`src/sv/f12cst_pkg.sv`:
```
// -----------------------------------------------------------------------------
// f12cst_pkg
// Constants and types of the FAST-12 corner segment test.
// -----------------------------------------------------------------------------
`default_nettype none

package f12cst_pkg;

  localparam int RING_SIZE   = 16;
  localparam int ARC_LENGTH  = 12;
  localparam int COUNT_WIDTH = 20;

  localparam int PIX_W       = 8;
  localparam int THR_W       = 8;
  localparam int LIM_W       = PIX_W + 2;
  localparam int HALF_W      = PIX_W * RING_SIZE / 2;
  localparam int OUT_COUNT_W = 20;

  localparam int S_TDATA_W   = PIX_W + 2 * HALF_W + RING_SIZE;
  localparam int M_TDATA_RAW = 1 + OUT_COUNT_W;
  localparam int M_TDATA_W   = ((M_TDATA_RAW + 7) / 8) * 8;

  localparam logic [THR_W-1:0]       THR_RESET = THR_W'(20);
  localparam logic [COUNT_WIDTH-1:0] COUNT_MAX = '1;

  typedef struct packed {
    logic bright;
    logic dark;
  } lane_flags_t;

endpackage

`default_nettype wire

```
`src/sv/f12cst_lane.sv`:
```
// -----------------------------------------------------------------------------
// f12cst_lane
// Classifies one circle pixel as at least threshold brighter and/or darker than the center.
// -----------------------------------------------------------------------------
`default_nettype none

module f12cst_lane (
  input  var logic signed [f12cst_pkg::PIX_W-1:0] pixel_i,
  input  var logic signed [f12cst_pkg::PIX_W-1:0] center_i,
  input  var logic        [f12cst_pkg::THR_W-1:0] threshold_i,
  input  var logic                                valid_i,
  output f12cst_pkg::lane_flags_t                 flags_o
);

  logic signed [f12cst_pkg::LIM_W-1:0] pix_w;
  logic signed [f12cst_pkg::LIM_W-1:0] ctr_w;
  logic signed [f12cst_pkg::LIM_W-1:0] thr_w;
  logic signed [f12cst_pkg::LIM_W-1:0] bright_lim;
  logic signed [f12cst_pkg::LIM_W-1:0] dark_lim;

  assign pix_w      = f12cst_pkg::LIM_W'(pixel_i);
  assign ctr_w      = f12cst_pkg::LIM_W'(center_i);
  assign thr_w      = $signed({2'b00, threshold_i});
  assign bright_lim = ctr_w + thr_w;
  assign dark_lim   = ctr_w - thr_w;

  always_comb begin
    flags_o.bright = valid_i && (pix_w >= bright_lim);
    flags_o.dark   = valid_i && (pix_w <= dark_lim);
  end

endmodule

`default_nettype wire

```
`config.mk`:
```
export PLATFORM = sky130hd
export DESIGN_NAME = f12cst_lane
export DESIGN_NICKNAME = d
export VERILOG_FILES = /design/src/sv/f12cst_pkg.sv /design/src/sv/f12cst_lane.sv
export SDC_FILE = /design/constraint.sdc
export NUM_CORES = 1
export LEC_CHECK = 0
export BUFFER_PORTS_ARGS = -buffer_cell sky130_fd_sc_hd__buf_2
export CAP_MARGIN = 25
export CORE_UTILIZATION = 26
export DETAILED_ROUTE_END_ITERATION = 8
export SYNTH_ARGS = -nofsm -noshare
export SYNTH_HDL_FRONTEND = slang
export SYNTH_SLANG_ARGS = --single-unit
```
`constraint.sdc`:
```
create_clock -name vclk -period 4.3
set_input_delay 0.86 -clock vclk [all_inputs]
set_output_delay 0.86 -clock vclk [all_outputs]
set_load 0.005 [all_outputs]
```
# Yosys cells after proc, flatten, opt, wreduce, memory -nomap -nowiden
# Cells that the tools add are included.
[totals]
inputBits = 25
output_inout_bits = 2
register_bits = 0
word_cells = 6
[op_classes]
reduce_logical = 2
magnitude_cmp = 2
addsub = 2
[op_table]
columns = ["cell", "n"]
rows = [
  ["adder 8 x 9 -> 10 bit", 1],
  [">= comparator 8 x 10 -> 1 bit", 1],
  ["less-or-equal comparator 8 x 10 -> 1 bit", 1],
  ["subtractor 8 x 9 -> 10 bit", 1],
  ["logical AND 1 bit", 2],
]

# Logic depth before layout (Yosys ltp)
[logic_depth]
depth_word = 3
ltp_mapped = 14
depth_no_buf = 14

# Least setup slack after synthesis
# OpenSTA, ideal clock, no wires.
[synth_path]
path_type = "input -> output"
startpoint = "in threshold_i[1] (netlist name)"
endpoint = "out flags_o[0] (netlist name)"
n_path_buf = 0
path_stages = 12
setup_slack_ns = 0.091
t_arrival_ns = 3.349
path_cell_list = "inv_1 -> ha_1 -> nor2b_4 -> o31a_1 -> or4_1 -> a31oi_2 -> xnor2_1 -> ha_1 -> a21o_1 -> a21o_1 -> o311a_1 -> nor2_1"
[synth_rtl]
columns = ["element", "line_no", "rtl"]
rows = [
  ["start, declared", "f12cst_lane.sv:10", "input var logic [f12cst_pkg::THR_W-1:0] threshold_i,"],
  ["end, declared", "f12cst_lane.sv:12", "output f12cst_pkg::lane_flags_t flags_o"],
]

==> results summary <==
The number of input and output port buffers inserted is 27. The area overhead of the layout relative to synthesis came out at 37.38%. The count of mapped cells out of synthesis is between 150 and 200. The placed wire-length estimate is approximately 2.5 mm. Setup total negative slack on the finished layout was measured at -54.25 ps. The count of cells along the worst hold path is 4.

For this run, global-route usage on met1 was measured as between 10% and 20%. The worst path setup slack after routing came out at -54.25 ps. The global-route track usage on met3 came out at 0.1443%. In the final layout, flip-flops and latches occupy 0 um^2. In this run the tightest slew margin relative to its limit is about four fifths. In the routed design, unresolved DRC markers number 0. The count of nets after finishing came out at ~260. The placed cell area came out at between 1500 and 2000 um^2. The wire length of the first global-routing pass came out at 4.885 mm. The number of global-route vias before repair came out at 1135. The worst setup slack before clock tree synthesis came out at -211.3 ps. For this configuration, the core starts out at a cell density of 27.30%. The number of diodes added for antenna fixing came out at 0.

The internal power of the cells came out at around 0.12 mW. The total die area came out at slightly below 5000 um^2. The fraction of final layout cells with drive strength greater than 1 is between 30% and 40%. The area of all placed cells without fillers is 1655 um^2.

The post-detailed-route wirelength per cell came out at roughly 12 um. The part of the total power dissipated in sequential elements came out at 0%. The checks that failed: setup timing. After the first detailed-routing iteration, the DRC count stood at 20. The combinational fraction of design power came out at 100.0%.

The total leakage power came out at approximately 0.9 nW. The sequential cell area fraction in the yosys report is 0%. In this run, the clock network consumes 0% of the power. At the worst endpoint, the required time is about 3400 ps. Max-cap violations in this run came to 0.

The I/O pin count came out at 27. The routed via count is ~1200. The pin count of the biggest net entering global routing came out at 8. The global-route congestion overflow total is 0. The most numerous cell type found on the critical path is a21o_1.

The maximum resistive drop on vdd came out at 32.71 uV. The routing layer with the top usage in global route is met2. The via-per-instance ratio is ~4.8. Setup violations remaining at the end of the flow were counted as 1. The critical path endpoint category is an output port. The vertical die dimension came out at 70.08 um. After floorplanning, the core was divided into 24 placement rows.

Along the worst path, the maximum fanout reaches 3. The total nets after synthesis is 216. The worst hold path class is input pin to output port.

The number of filler instances in the final layout came out at 479. The number of hold buffers added after cts is 0. Setup repair after global routing could not meet its margin everywhere.

The number of warning messages in the yosys log is 0. The launching element type of the critical path is an input pin. The signal on the critical path passes through buf_8 > inv_4 > ha_4 > nor2b_4 > o31a_1 > or4_4 > a31oi_4 > xnor2_1 > ha_1 > a21o_1 > a21o_1 > o311a_1 > nor2_1 > buf_2. The smallest clock period supported by the final layout is computed as around 4400 ps.

Wires add up to 2.852 mm. The final hold violation count came out at 0. The first detailed-routing pass ran for 4 iterations.

The critical path class is input pin to output port. In this run the horizontal extent of the chip is roughly 70 um. The global-route usage over all layers is between 10% and 20%. Timing would allow up to 229.7 MHz.

Data arrives at the worst endpoint at 3490 ps. The largest individual stage delay along the critical path comes from the cell or4_4. The average cell area after synthesis is roughly 8 um^2. Global routing used between 20 and 25% of the available met2 tracks.

For the pin with the worst max-slew slack, the measured transition is roughly 300 ps. The final-layout clock buffer total came out at 0. The final worst-path cycle share came out at 101.3%. The flow ran to the end, but the final reports show violations. After synthesis, the netlist uses 35 different library cells. In this run switching power makes up about half of total power. The final sequential cell count came out at 0. The congestion estimate from routability-driven global placement came to between 0.8 and 0.9. The total power per unit cell area is around 150 nW/um^2. The synthesized cell area came out at 1205 um^2. The max-slew violation count came out at 0. In this design, the stage delay of the slowest critical-path cell is ~440 ps. Summed over all nets, the switching power comes to 0.1190 mW. The core region is roughly 4400 um^2. The initial antenna violation count is 0. The number of nets with antenna violations after detailed routing is 0.
-- routing by layer --
metal  part of all wire (%)  up-vias  routed length, um
met5                      0        -                  0
met2                     46       17               1323
met3                    2.1        0                 60
met1                     51      525               1468
li1                       -      629                  -
met4                      0        0                  0
-- critical path: cells and delay by family --
| kind | cells | cell delay [ps] |
|---|---|---|
| compound gates | 5 | 1130 |
| xor+xnor | 1 | 100 |
| fa+ha+maj | 2 | 500 |
| buf+inv | 3 | 260 |
| simple gates | 3 | 650 |
-- power groups by stage --
stage                     registers (mW)  logic (mW)  clock network [mW]
after detailed placement               0       0.224                   0
after floorplan                        0       0.150                   0
after CTS                              0       0.235                   0
after global placement                 0       0.221                   0
after global routing                   0       0.276                   0
final                                  0       0.242                   0
-- area by class of cell --
class / count / area, um^2 / area share (%)
multi-input cells: 130 / 1226 / 74.07
inverters: 18 / 70.07 / 4.233
well taps: 52 / 65.06 / 3.930
repair buffers: 46 / 294.0 / 17.76
-- layout by cell type (no fill, tap or decap), types with 3 or more instances in the layout --
master	count
a21o_1	10
o21ai_0	6
ha_4	4
nor2_1	11
inv_1	17
a31oi_1	3
xor2_1	5
ha_1	34
buf_2	25
xnor2_1	9
buf_4	19
o41ai_2	3
nand2b_1	4
nand2_1	3
a21oi_1	6
nand3_1	3
-- logic make-up after synthesis --
| family | after synthesis | share of synthesized area, % |
|---|---|---|
| AO/OA/AOI/OAI | 42 | 24.71 |
| buffers and inverters | 21 | 6.749 |
| adder cells (fa/ha/maj) | 40 | 42.78 |
| XOR/XNOR | 14 | 10.18 |
| AND/OR/NAND/NOR | 34 | 15.58 |
-- repair_timing --
| action | in CTS | in global routing |
|---|---|---|
| pin swaps | 3 | 8 |
| endpoints found under the hold margin | 0 | 0 |
| buffers inserted | 0 | 0 |
| endpoints found under the setup margin | 2 | 2 |
| resized for setup | 11 | 12 |
-- synthesized netlist by cell type (all sizes together) (2+ instances only) --
cell type	n	area share, %
a31oi	4	2.6
buf	2	0.83
a21oi	6	2.5
nand3	3	1.2
o21ai	7	2.9
nand4	2	1.0
o41ai	3	2.2
o21bai	3	1.9
and4	2	1.5
nor2	13	4.1
nor2b	2	1.7
o211ai	2	1.2
nand2	3	0.93
ha	38	39
fa	2	3.3
xor2	5	3.6
a21o	11	7.0
xnor2	9	6.5
nand2b	4	2.1
inv	18	5.6
-- stage by stage --
stage | std cells | utilization, % | power (mW) | hold slack (ps)
final | 246 | 37.50 | 0.2425 | 2035
after global routing | 246 | 37.50 | 0.2761 | 2055
after CTS | 246 | 36.14 | 0.2350 | 2037
after detailed placement | 246 | 34.75 | 0.2236 | 2036
after global placement | 246 | 34.75 | 0.2211 | 2032
after floorplan | 151 | - | 0.1495 | 1816
-- path summary, 6_finish.rpt --
kind	startpoint	end	slack [ps]
worst max-delay path	threshold_i[1]	flags_o[0]	-50
worst min-delay path	valid_i	flags_o[0]	2040
Note: power is estimated with default switching activity, not from simulation.
